[config.mk]
export PLATFORM = sky130hd
export DESIGN_NAME = circular_deque_restricted_top
export DESIGN_NICKNAME = d
export VERILOG_FILES = /design/src/sv/cdr_pkg.sv /design/src/sv/circular_deque_restricted_top.sv /design/src/sv/cdr_ram.sv
export SDC_FILE = /design/constraint.sdc
export NUM_CORES = 1
export LEC_CHECK = 0
export BUFFER_PORTS_ARGS = -buffer_cell sky130_fd_sc_hd__buf_4
export CAP_MARGIN = 20
export CELL_PAD_IN_SITES_DETAIL_PLACEMENT = 0
export CELL_PAD_IN_SITES_GLOBAL_PLACEMENT = 1
export CORE_ASPECT_RATIO = 1.2
export CORE_MARGIN = 8
export CORE_UTILIZATION = 40
export CTS_BUF_LIST = sky130_fd_sc_hd__clkbuf_8
export DETAILED_ROUTE_END_ITERATION = 7
export GPL_ROUTABILITY_DRIVEN = 0
export PLACE_DENSITY = 0.7
export SYNTH_ARGS = -nofsm -noshare
export SYNTH_HDL_FRONTEND = slang
export SYNTH_SLANG_ARGS = --single-unit
[constraint.sdc]
create_clock -name aclk -period 13.01 [get_ports aclk]
set_clock_uncertainty 0.05 [all_clocks]
set_input_delay 1.9515 -clock aclk [delete_from_list [all_inputs] [get_ports aclk]]
set_output_delay 1.9515 -clock aclk [all_outputs]
set_load 0.03 [all_outputs]
[src/sv/cdr_pkg.sv]
// Shared constants and types for the circular deque with restricted modes.
package cdr_pkg;

    // Ring size and the widths that follow from it.
    localparam int DEPTH  = 16;
    localparam int IDX_W  = $clog2(DEPTH);
    localparam int CNT_W  = $clog2(DEPTH + 1);
    localparam int WORD_W = 32;

    // Field widths of the transactions.
    localparam int OP_W     = 3;
    localparam int OFFSET_W = 4;
    localparam int STATUS_W = 3;
    localparam int MODE_W   = 2;

    // Operation codes; codes above OP_READ are refused.
    localparam logic [OP_W-1:0] OP_PUSH_FRONT = 3'd0;
    localparam logic [OP_W-1:0] OP_PUSH_REAR  = 3'd1;
    localparam logic [OP_W-1:0] OP_POP_FRONT  = 3'd2;
    localparam logic [OP_W-1:0] OP_POP_REAR   = 3'd3;
    localparam logic [OP_W-1:0] OP_READ       = 3'd4;

    // Restriction modes; the unused code behaves as unrestricted.
    localparam logic [MODE_W-1:0] MODE_FREE   = 2'd0;
    localparam logic [MODE_W-1:0] MODE_INPUT  = 2'd1;
    localparam logic [MODE_W-1:0] MODE_OUTPUT = 2'd2;

    // Result status codes.
    localparam logic [STATUS_W-1:0] STAT_OK         = 3'd0;
    localparam logic [STATUS_W-1:0] STAT_OVERFLOW   = 3'd1;
    localparam logic [STATUS_W-1:0] STAT_UNDERFLOW  = 3'd2;
    localparam logic [STATUS_W-1:0] STAT_DISALLOWED = 3'd3;
    localparam logic [STATUS_W-1:0] STAT_RANGE      = 3'd4;

    typedef enum logic [0:0] {
        ST_IDLE,
        ST_READ
    } state_t;

endpackage

[src/sv/circular_deque_restricted_top.sv]
// Top level of the circular deque: request decode, pointer state, ring RAM and result register.
//
// The block keeps a double-ended queue of up to DEPTH signed 32-bit words in a
// ring RAM. Each request transaction on the s_ channel pushes at the front or
// rear, pops from the front or rear, or reads the word at an offset from the
// front. Every request yields exactly one result transaction on the m_ channel
// carrying a status, the popped or read word (zero otherwise), the element
// count and the empty and full flags after the request.
// A push or a refused request has its result registered at the acceptance edge.
// A successful pop or read goes through the ST_READ state, since the word comes
// from the RAM's registered read port and is then registered in the result.
// No new request is taken while a pop or read is still fetching its word.
// The cfg_we/cfg_wdata port sets the restriction mode; the user must write it only
// while the block is idle, since the block itself does not enforce this.
// Reset (aresetn low at a rising edge) empties the deque, clears the mode to
// unrestricted and drops m_tvalid. The RAM contents are not cleared; only slots
// that hold elements are ever read.
// When the receiver stalls, the result stays in the output register and
// s_tready falls until that result is taken or taken in the same cycle.
module circular_deque_restricted_top (
    input  logic        aclk,
    input  logic        aresetn,

    // Configuration: restriction mode.
    input  logic        cfg_we,
    input  logic [1:0]  cfg_wdata,

    // Requests. tdata: operation[2:0], value[34:3], offset[38:35], zero[39].
    input  logic        s_tvalid,
    output logic        s_tready,
    input  logic [39:0] s_tdata,

    // Results. tdata: status[2:0], data_out[34:3], count[39:35], is_empty[40],
    // is_full[41], zero[47:42].
    output logic        m_tvalid,
    input  logic        m_tready,
    output logic [47:0] m_tdata
);

    localparam int IDX_W  = cdr_pkg::IDX_W;
    localparam int CNT_W  = cdr_pkg::CNT_W;
    localparam int WORD_W = cdr_pkg::WORD_W;

    // Unpacked request fields.
    logic [cdr_pkg::OP_W-1:0]     op;
    logic signed [WORD_W-1:0]     value;
    logic [cdr_pkg::OFFSET_W-1:0] offset;

    assign op     = s_tdata[2:0];
    assign value  = s_tdata[34:3];
    assign offset = s_tdata[38:35];

    // Control state.
    cdr_pkg::state_t                state_reg, state_next;
    logic [IDX_W-1:0]               head_reg, head_next;
    logic [IDX_W-1:0]               tail_reg, tail_next;
    logic [CNT_W-1:0]               occ_reg, occ_next;
    logic [cdr_pkg::MODE_W-1:0]     mode_reg, mode_next;
    logic                           m_tvalid_reg, m_tvalid_next;

    // Result payload.
    logic [cdr_pkg::STATUS_W-1:0]   status_reg, status_next;
    logic signed [WORD_W-1:0]       data_reg, data_next;
    logic [CNT_W-1:0]               count_reg, count_next;

    // Decode results for the request at the inputs.
    logic [cdr_pkg::STATUS_W-1:0]   req_status;
    logic [IDX_W-1:0]               req_head, req_tail;
    logic [CNT_W-1:0]               req_occ;
    logic                           req_write, req_read;
    logic [IDX_W-1:0]               req_waddr, req_raddr;

    logic                           accept;
    logic                           disallowed;
    logic signed [WORD_W-1:0]       ram_rdata;

    // RAM port signals.
    logic                           ram_we, ram_re;

    assign disallowed = (op > cdr_pkg::OP_READ) ||
                        (op == cdr_pkg::OP_PUSH_FRONT && mode_reg == cdr_pkg::MODE_INPUT) ||
                        (op == cdr_pkg::OP_POP_REAR && mode_reg == cdr_pkg::MODE_OUTPUT);

    // Request decode: status, new pointers and the RAM access it needs.
    always_comb begin
        req_status = cdr_pkg::STAT_OK;
        req_head   = head_reg;
        req_tail   = tail_reg;
        req_occ    = occ_reg;
        req_write  = 1'b0;
        req_read   = 1'b0;
        req_waddr  = tail_reg;
        req_raddr  = head_reg;

        priority if (disallowed) begin
            req_status = cdr_pkg::STAT_DISALLOWED;
        end else if (op == cdr_pkg::OP_PUSH_FRONT || op == cdr_pkg::OP_PUSH_REAR) begin
            if (occ_reg == CNT_W'(cdr_pkg::DEPTH)) begin
                req_status = cdr_pkg::STAT_OVERFLOW;
            end else begin
                req_write = 1'b1;
                req_occ   = occ_reg + CNT_W'(1);
                priority if (occ_reg == '0) begin
                    // First element lands in slot zero from either end.
                    req_head  = '0;
                    req_tail  = '0;
                    req_waddr = '0;
                end else if (op == cdr_pkg::OP_PUSH_FRONT) begin
                    req_head  = head_reg - IDX_W'(1);
                    req_waddr = head_reg - IDX_W'(1);
                end else begin
                    req_tail  = tail_reg + IDX_W'(1);
                    req_waddr = tail_reg + IDX_W'(1);
                end
            end
        end else if (op == cdr_pkg::OP_POP_FRONT || op == cdr_pkg::OP_POP_REAR) begin
            if (occ_reg == '0) begin
                req_status = cdr_pkg::STAT_UNDERFLOW;
            end else begin
                req_read = 1'b1;
                req_occ  = occ_reg - CNT_W'(1);
                if (op == cdr_pkg::OP_POP_FRONT) begin
                    req_raddr = head_reg;
                    // Popping the last element leaves the pointers where they are.
                    if (occ_reg != CNT_W'(1)) begin
                        req_head = head_reg + IDX_W'(1);
                    end
                end else begin
                    req_raddr = tail_reg;
                    if (occ_reg != CNT_W'(1)) begin
                        req_tail = tail_reg - IDX_W'(1);
                    end
                end
            end
        end else begin
            if (CNT_W'(offset) >= occ_reg) begin
                req_status = cdr_pkg::STAT_RANGE;
            end else begin
                req_read  = 1'b1;
                req_raddr = head_reg + IDX_W'(offset);
            end
        end
    end

    // A request is taken only in idle and only when the result register is
    // free or being emptied in this cycle.
    assign s_tready = (state_reg == cdr_pkg::ST_IDLE) && (!m_tvalid_reg || m_tready);

    // Sequencer and next-state logic.
    always_comb begin
        state_next    = state_reg;
        head_next     = head_reg;
        tail_next     = tail_reg;
        occ_next      = occ_reg;
        mode_next     = cfg_we ? cfg_wdata : mode_reg;
        m_tvalid_next = m_tvalid_reg;
        status_next   = status_reg;
        data_next     = data_reg;
        count_next    = count_reg;
        ram_we        = 1'b0;
        ram_re        = 1'b0;

        if (m_tvalid_reg && m_tready) begin
            m_tvalid_next = 1'b0;
        end

        unique case (state_reg)
            cdr_pkg::ST_IDLE: begin
                if (accept) begin
                    head_next   = req_head;
                    tail_next   = req_tail;
                    occ_next    = req_occ;
                    status_next = req_status;
                    count_next  = req_occ;
                    data_next   = '0;
                    ram_we      = req_write;
                    ram_re      = req_read;
                    if (req_read) begin
                        // The word arrives from the RAM next cycle.
                        m_tvalid_next = 1'b0;
                        state_next    = cdr_pkg::ST_READ;
                    end else begin
                        m_tvalid_next = 1'b1;
                    end
                end
            end
            cdr_pkg::ST_READ: begin
                data_next     = ram_rdata;
                m_tvalid_next = 1'b1;
                state_next    = cdr_pkg::ST_IDLE;
            end
            default: begin
                state_next = cdr_pkg::ST_IDLE;
            end
        endcase
    end

    assign accept = s_tvalid && s_tready;

    always_ff @(posedge aclk) begin
        if (!aresetn) begin
            state_reg    <= cdr_pkg::ST_IDLE;
            head_reg     <= '0;
            tail_reg     <= '0;
            occ_reg      <= '0;
            mode_reg     <= cdr_pkg::MODE_FREE;
            m_tvalid_reg <= 1'b0;
        end else begin
            state_reg    <= state_next;
            head_reg     <= head_next;
            tail_reg     <= tail_next;
            occ_reg      <= occ_next;
            mode_reg     <= mode_next;
            m_tvalid_reg <= m_tvalid_next;
        end
    end

    always_ff @(posedge aclk) begin
        status_reg <= status_next;
        data_reg   <= data_next;
        count_reg  <= count_next;
    end

    // Ring store.
    cdr_ram #(
        .WIDTH (WORD_W),
        .DEPTH (cdr_pkg::DEPTH)
    ) u_ring (
        .clk   (aclk),
        .we    (ram_we),
        .waddr (req_waddr),
        .wdata (value),
        .re    (ram_re),
        .raddr (req_raddr),
        .rdata (ram_rdata)
    );

    assign m_tvalid = m_tvalid_reg;
    assign m_tdata  = {6'b0,
                       count_reg == CNT_W'(cdr_pkg::DEPTH),
                       count_reg == '0,
                       count_reg,
                       data_reg,
                       status_reg};

endmodule

[src/sv/cdr_ram.sv]
// Generic single-port-write, single-port-read RAM with a registered read.
module cdr_ram #(
    parameter int WIDTH  = 32,
    parameter int DEPTH  = 16,
    parameter int ADDR_W = $clog2(DEPTH)
) (
    input  logic              clk,
    input  logic              we,
    input  logic [ADDR_W-1:0] waddr,
    input  logic [WIDTH-1:0]  wdata,
    input  logic              re,
    input  logic [ADDR_W-1:0] raddr,
    output logic [WIDTH-1:0]  rdata
);

    logic [WIDTH-1:0] mem [DEPTH];

    always_ff @(posedge clk) begin
        if (we) begin
            mem[waddr] <= wdata;
        end
        if (re) begin
            rdata <= mem[raddr];
        end
    end

endmodule

# Word level (Yosys, flattened, before mapping)
# Memories as Yosys holds them, arrays and structs flattened. A register that Yosys moved wholly into a read port is not among the register bits.
# Cells that the tools add are included.
# totals
regBits,57
mem_bits_rw,512
inputBits,47
elab_cells,116
n_memories,1
# classes
add_sub_neg,7
magnitude_cmp,2
eq_ne,15
mux,60
bitwise,2
reduce_logical,20
# memory_table
name,words,word_bits,rd,rd_ports_with_merged_regs,write_ports,line_no,source
u_ring.mem,16,32,1,1,1,cdr_ram.sv:16,logic [WIDTH-1:0] mem [DEPTH];
# ops
op,n
4-bit 2-to-1 mux,27
32-bit case mux with 2 select lines,1
32-bit 2-to-1 mux,1
5-bit 2-to-1 mux,5
1-bit 2-to-1 mux,20
9-bit AND reduction,2
5-bit equality test (second input constant),2
5-bit zero test,2
3-bit 2-to-1 mux,3
3-bit by 2-bit != test with 1-bit output (second input constant),3
4-bit by 1-bit adder with 4-bit output (second input constant),2
2-bit != test (second input constant),4
4-bit by 1-bit subtractor with 4-bit output (second input constant),2
3-bit by 2-bit equality test with 1-bit output (second input constant),2
2-bit nonzero test,3
5-bit by 1-bit adder with 5-bit output (second input constant),1
4-bit by 5-bit >= comparator with 1-bit output,1
1-bit logical AND,5
1-bit logical OR,5
5-bit by 1-bit != test with 1-bit output (second input constant),1
5-bit by 1-bit subtractor with 5-bit output (second input constant),1
4-bit adder,1
1-bit case mux with 2 select lines,2
3-bit by 1-bit equality test with 1-bit output (second input constant),1
other kinds (8),9

# Logic depth before layout (Yosys ltp)
# Gate-level depths: netlist of run 1.
# depth
depth_word,9
ltp_mapped,13
depth_no_buf,9

# Modules after synthesis
# Synthesis of run 1 repeated with hierarchy kept, for this count alone.
# hier_totals
cells_unflattened,1181
area_unflattened_um2,23521.3
# by_module_without_submodules
mod,n_inst,cells_per_inst,area_each_um2,seq_area_each_um2
cdr_ram,1,838,20155.6,16335.7
circular_deque_restricted_top,1,343,3365.7,1541.5

# Worst setup path before layout of run 1
# No wires, ideal clock.
# synth_path
path_type,in2reg
start,input port s_tdata[0]
end,memory u_ring.mem[10][0] (enable)
setup_time_ns,0.421
arrival_ns,4.980
required_ns,12.539
setup_slack_ns,7.559
cell_stages,8
path_buffers,1
path_cell_list,clkbuf_1 or4b_2 o211ai_1 nor2_1 o21ai_0 a22o_1 nand2_1 nor2_1
# synth_via
elab_chain_len,9
# synth_rtl
item,line_no,source
"start, declared",circular_deque_restricted_top.sv:31,"input logic [39:0] s_tdata,"
branches (longest 9 deep; another with 3-bit greater-than comparator),-,
"end, declared",cdr_ram.sv:16,
# Several ways; the timed one is not identified.

# Final worst setup path of run 1
# layout_path
start,input port s_tdata[35]
end,"register u_ring.rdata[20], read port of u_ring.mem, data pin"
# layout_via
elab_chain_len,7
# layout_rtl
item,line_no,source
4-bit by 5-bit >= comparator with 1-bit output,circular_deque_restricted_top.sv:136,if (CNT_W'(offset) >= occ_reg) begin
1-bit 2-to-1 mux,circular_deque_restricted_top.sv:136,
1-bit 2-to-1 mux,circular_deque_restricted_top.sv:116,end else if (op == cdr_pkg::OP_POP_FRONT || op == cdr_pkg::OP_POP_REAR) begin
1-bit 2-to-1 mux,circular_deque_restricted_top.sv:97,end else if (op == cdr_pkg::OP_PUSH_FRONT || op == cdr_pkg::OP_PUSH_REAR) begin
1-bit 2-to-1 mux,circular_deque_restricted_top.sv:95,priority if (disallowed) begin
1-bit 2-to-1 mux,circular_deque_restricted_top.sv:169,if (accept) begin
1-bit 2-to-1 mux,circular_deque_restricted_top.sv:167,unique case (state_reg)
"end, declared",cdr_ram.sv:13,output logic [WIDTH-1:0] rdata
# Several ways; a longest one is shown, not always the timed one.
# A chain may end at the register's enable or synchronous reset.

==> results of run 1 <==
-- layer usage --
layer / share of wire / vias up / routed length, microns
met5: 0 / - / 0
met4: 0.022 / 0 / 1220
met3: 0.042 / 80 / 2340
met2: 0.53 / 297 / 29700
met1: 0.40 / 6541 / 22600
li1: - / 5817 / -
-- cells by family (layout without fill, tap and decap cells) --
group,count (synthesis),in the layout,share of synthesized area
AOI/OAI and AO/OA,210,210,0.0583
xor gates and xnor gates,6,6,0.00215
adders and majority gates,16,16,0.00850
buffers and inverters,95,306,0.0283
DFF,601,601,0.732
muxes,260,260,0.120
other,1,7,0.000154
and+or+nand+nor,193,193,0.0511
-- worst register-to-register path: cells and delay by family, from the launching register on --
kind / cells / cell delay [ns]
and+or+nand+nor: 3 / 0.90
adders and majority gates: 1 / 0.22
DFF: 1 / 0.40
muxes: 1 / 0.46
AOI/OAI and AO/OA: 3 / 0.65
buffers and inverters: 3 / 2.01
-- power breakdown --
group,switching (mW),internal (mW)
clock network,0.717,0.759
logic,0.193,0.130
registers,0.0116,2.15
total,0.922,3.04
-- final timing paths --
| kind | end |
|---|---|
| hold reg to reg | data_reg[4] |
| hold / removal | data_reg[4] |
| setup reg to reg | u_ring.rdata[20] |
| setup / recovery | u_ring.rdata[20] |
-- through the flow --
stage | area, sq um | setup WS [ns] | util | instances
6_report | 27600 | 7.23 | 0.456 | 2407
3_5_place_dp | 25900 | 6.60 | 0.427 | 2235
3_3_place_gp | 25900 | 6.64 | 0.427 | 2235
2_1_floorplan | 24400 | 7.56 | - | 1387
4_1_cts | 27600 | 7.30 | 0.456 | 2406
5_1_grt | 27600 | 6.97 | 0.456 | 2407
-- cell usage in the layout (no fill, tap or decap), drive strengths merged, types with 8 or more instances in the layout --
| cell | instances |
|---|---|
| dfxtp | 17 |
| o21ai | 14 |
| buf | 118 |
| inv | 41 |
| o22ai | 132 |
| nand4 | 12 |
| edfxtp | 584 |
| clkinv | 44 |
| nor2 | 34 |
| nor4 | 34 |
| mux2 | 256 |
| o211ai | 8 |
| ha | 15 |
| clkbuf | 98 |
| nand2 | 35 |
| and2 | 36 |
| a21oi | 16 |
-- final cells by class --
class	instances	area, sq um
antenna	1	2.50
inverter	17	63.8
clock buffer	98	1350
timing repair buffer	118	898
tap	808	1010
clock inverter	73	395
fill	5155	33000
multi-input combinational	691	6010
sequential	601	17900
==> impl_metrics.tcl, run 1 <==
set metrics [dict create \
    crit_fanout 187 \
    outcome "finished clean" \
    cts_setup_buffers 0 \
    die_h_microns 287 \
    met2_usage 0.288 \
    yosys_warnings 0 \
    critPathBufInv 4 \
    first_pass_iters 7 \
    drt-initial-drc-count 1026 \
    core_sq_um 60600 \
    dieArea_sq_um 69300 \
    grt_usage 0.159 \
    cts_resized 0 \
    rsz0062_at_grt "false" \
    wl_per_cell_microns 23.2 \
    synth_commonest_cells "edfxtp_1, mux2_2, o22ai_1, mux2_1, clkbuf_1" \
    p_per_area_nw_per_um2 144 \
    worst_slew_pin_slew_ns 1.16 \
    root_buffer "clkbuf_8" \
    cts_tree "yes" \
    use_met3 0.0269 \
    via_per_inst 5.29 \
    syn_inst 1382 \
    finalCriticalPeriod_ns 5.78 \
    relSlewSlack 0.228 \
    cp-start-kind "input pin" \
    start_util 0.403 \
    syn_area_per_cell_sq_um 17.7 \
    synth_top_area_share 0.718 \
    setup_viol 0 \
    critPathMaxStageDelay_ns 0.88 \
    vdd_drop_max_mv 0.0669 \
    drc 0 \
    die_x_microns 242 \
    max_freq_mhz 173 \
    cp.depth 12 \
    port_buffers 89 \
    vias 12700 \
    insertion_delay_ns 0.67 \
    crit_arrival_ns 6.13 \
    rows 99 \
    grt_overflow 0 \
    power_leakage_nw 9.08 \
    cp_top_family "buffers and inverters" \
    power_mw 3.96 \
    cap_violations 0 \
    ys_seq_elements 601 \
    largest_register_ffs 512 \
    area_growth_pct 13.0 \
    antenna_left 0 \
    min_path_cells 1 \
    hold_slack_ns 0.467 \
    place_hpwl_mm 28.2 \
    wl_mm 55.9 \
    rr_worst_depth 11 \
    grt.busiest_layer "met2" \
    hold_violations 0 \
    synthTopCellsByArea "edfxtp_1, mux2_2, o22ai_1, mux2_1, nor4_2" \
    antenna_found_initial 1 \
    ios 97 \
    numClockSinks 601 \
    synth_edf_count 584 \
    slew_violations 0 \
    cts_buffers 91 \
    grt_pass1_wl_mm 83.4 \
    hold_path_class "register to register" \
    cts_hold_buf 0 \
    cts.clk_slew.worst_paths_ns 0.06 \
    synthesis.area_sq_um 24400 \
    synth.distinct_cells 65 \
    endpoint_kind "register" \
    worstPathCellList "buf_4 > inv_1 > ha_1 > nand2b_1 > a2111o_1 > and2_1 > o311ai_4 > buf_12 > buf_4 > mux2_2 > o22ai_1 > nor4_2" \
    clk_path_buf_depth 3 \
    ys_async_sr_fraction 0 \
    synth.most_common_cell "edfxtp_1" \
    grt_max_degree 188 \
    holdCritStartpoint "u_ring.rdata[4]" \
    htreeDepth 3 \
    yosysSeqAreaShare 0.732 \
    cp_common_cell "buf_4" \
    r2r_slack_ns 8.06 \
    fin_tns_setup_ns 0 \
    post-route-period-util 0.444 \
    synthFlopType "edfxtp_1" \
    worstSetupStartpoint "s_tdata[35]" \
    met1_usage 0.187 \
    drive_above_1_share 0.308 \
    timing.rr.start "occ_reg[0]" \
    worstSetupPathType "input pin to register" \
    grt_pass1_vias 13400 \
    slowest_stage "buf_4" \
    required_ns 13.36 \
    nNetsFinal 1583 \
    synth_largest_area_cell "edfxtp_1" \
]
No activity file was read; power rests on OpenSTA's default activity.
==> run 2: changes to the inputs <==
Settings changed: ABC_AREA set to 1, PLACE_DENSITY 0.7 to 0.77.
Clock period 13.01 ns to 4.86 ns, I/O delays scaled along.
==> impl_metrics.tcl, run 2 <==
set metrics [dict create \
    grt_pass1_vias 18200 \
    required_ns 5.33 \
    vdd_drop_max_mv 0.172 \
    critPathBufInv 3 \
    grt_max_degree 193 \
    hold_violations 0 \
    yosys_warnings 0 \
    dp.cells 3448 \
    htreeDepth 3 \
    area_growth_pct 13.5 \
    rsz0062_at_grt "false" \
    crit_fanout 36 \
    synth_fa_ha_area_frac 0.00777 \
    cts_tree "yes" \
    crit-reg2reg-capture "u_ring.rdata[30]" \
    clk_path_buf_depth 3 \
    min_path_cells 3 \
    worstPathCellList "inv_1 > ha_1 > nand3_1 > nand2_1 > nand2_1 > nand3_1 > nand2_1 > nand2_4 > inv_4 > buf_12 > nand3_1 > nand3_1 > nand3_1 > nand2_1" \
    layout_commonest_cell "nand3_1" \
    post-route-period-util 0.746 \
    outcome "finished clean" \
    place_hpwl_mm 37.2 \
    power_leakage_nw 12.8 \
    die_x_microns 252 \
    synth_top_family_by_area "simple AND/OR/NAND/NOR gates" \
    synthMuxAreaShare 0.000374 \
    drc 0 \
    synth.most_common_cell "nand3_1" \
    yosysSeqAreaShare 0.669 \
    antenna_left 0 \
    layout_common_cells "nand3_1, edfxtp_1, inv_1" \
    synthesis.area_sq_um 26700 \
    syn_inst 2544 \
    start_util 0.401 \
    synth.distinct_cells 34 \
    synth_commonest_cells "nand3_1, edfxtp_1, inv_1, nand2_1" \
    rows 104 \
    synthTopCellsByArea "edfxtp_1, nand3_1, inv_1, nand2_1, nand3b_1" \
    worstSetupPathType "register to register" \
    setup_viol 0 \
    drt-initial-drc-count 1370 \
    ys_async_sr_fraction 0 \
    cts_hold_buf 0 \
    final_util 0.456 \
    synth_compound_area_frac 0.0139 \
    slowest_stage "dfxtp_1" \
    core_sq_um 66600 \
    cts_buffers 93 \
    drive_above_1_share 0.107 \
    ios 97 \
    vias 18300 \
    holdCritStartpoint "s_tvalid" \
    cts_resized 0 \
    cap_violations 0 \
    wl_mm 67.7 \
    max_freq_mhz 276 \
    die_h_microns 299 \
    grt_usage 0.177 \
    worst_slew_pin_slew_ns 1.08 \
    numClockSinks 601 \
    ys_seq_elements 601 \
    relSlewSlack 0.281 \
    p_per_area_nw_per_um2 380 \
    synth_edf_count 584 \
    dieArea_sq_um 75400 \
    critPathMaxStageDelay_ns 0.50 \
    fin_tns_setup_ns 0 \
    cp_common_cell "nand3_1" \
    cts.clk_slew.worst_paths_ns 0.06 \
    synthSimpleGateAreaFrac 0.205 \
    crit_arrival_ns 4.10 \
    synth_xor_area_frac 0.00360 \
    port_buffers 89 \
    cp-start-kind "register" \
    synth_top_area_share 0.656 \
    nNetsFinal 2705 \
    cts_setup_buffers 0 \
    first_pass_iters 6 \
    final_cells 3618 \
    grt_overflow 0 \
    finalCriticalPeriod_ns 3.62 \
    place_ws_ns 0.924 \
    synth_largest_area_cell "edfxtp_1" \
    syn_area_per_cell_sq_um 10.5 \
    slew_violations 0 \
    antenna_found_initial 1 \
    rr_worst_depth 14 \
    hold_end "m_tvalid" \
    grt_pass1_wl_mm 103 \
    cp_top_family "simple AND/OR/NAND/NOR gates" \
    largest_register_ffs 512 \
    endpoint_kind "register" \
    root_buffer "clkbuf_8" \
    insertion_delay_ns 0.69 \
    timing.rr.start "occ_reg[0]" \
    r2r_slack_ns 1.24 \
    via_per_inst 5.05 \
    cp.depth 14 \
    setup_slack_ns 1.24 \
    wl_per_cell_microns 18.7 \
    hold_path_class "input pin to register" \
    synthFlopType "edfxtp_1" \
]
## run 2: layout make-up
type,count,area [sq um]
antenna,1,2.50
clock buffer,94,1290
clock inverter,75,394
fill,6081,36300
inverter,533,2000
multi-input combinational,1274,6380
sequential,601,17900
tap,901,1130
timing repair buffer,139,1280
## run 2: report_power, final
group / switching [mW] / internal [mW]
Combinational: 1.27 / 0.526
Clock: 1.96 / 1.92
Sequential: 0.0460 / 5.82
## run 2: cell families (layout without fill, tap and decap cells)
family                     Yosys count  count (layout)
and+or+nand+nor                   1174            1174
buffers and inverters              674             841
DFF                                601             601
AOI/OAI and AO/OA                   66              66
adders and majority gates           16              16
xor gates and xnor gates            11              11
other                                1               7
muxes                                1               1
## run 2: worst max-delay path by stage
stage	startpoint	end	slack (ns)
floorplan	m_tready	u_ring.mem[8][0]	1.02
global placement	s_tdata[0]	u_ring.mem[1][13]	0.98
detailed placement	s_tdata[0]	u_ring.mem[1][13]	0.92
CTS	occ_reg[0]	u_ring.rdata[30]	1.25
global route	occ_reg[0]	u_ring.mem[1][12]	0.95
finish	occ_reg[0]	u_ring.rdata[30]	1.24
## run 2: layer usage
| metal | GRT usage | vias to the layer above | part of all wire |
|---|---|---|---|
| met5 | 0 | - | 0 |
| met4 | 0.0853 | 0 | 0.038 |
| met3 | 0.0269 | 150 | 0.067 |
| met2 | 0.305 | 668 | 0.49 |
| met1 | 0.215 | 8807 | 0.41 |
| li1 | - | 8642 | - |
## run 2: through the flow
step	hold WS (ns)	total power, mW	area [sq um]
after floorplan	0.395	7.15	26800
after global placement	0.412	7.74	28700
after detailed placement	0.429	7.77	28700
after CTS	0.199	11.7	30400
after global routing	0.242	12.0	30400
final	0.257	11.5	30400
## run 2: worst reg2reg max path, stage by stage (launching register included)
cell and delay [ns]:
dfxtp_1 0.50, inv_1 0.16, ha_1 0.26, nand3_1 0.31, nand2_1 0.21, nand2_1 0.10, nand3_1 0.18, nand2_1 0.17
nand2_4 0.31, inv_4 0.45, buf_12 0.28, nand3_1 0.11, nand3_1 0.08, nand3_1 0.16, nand2_1 0.13
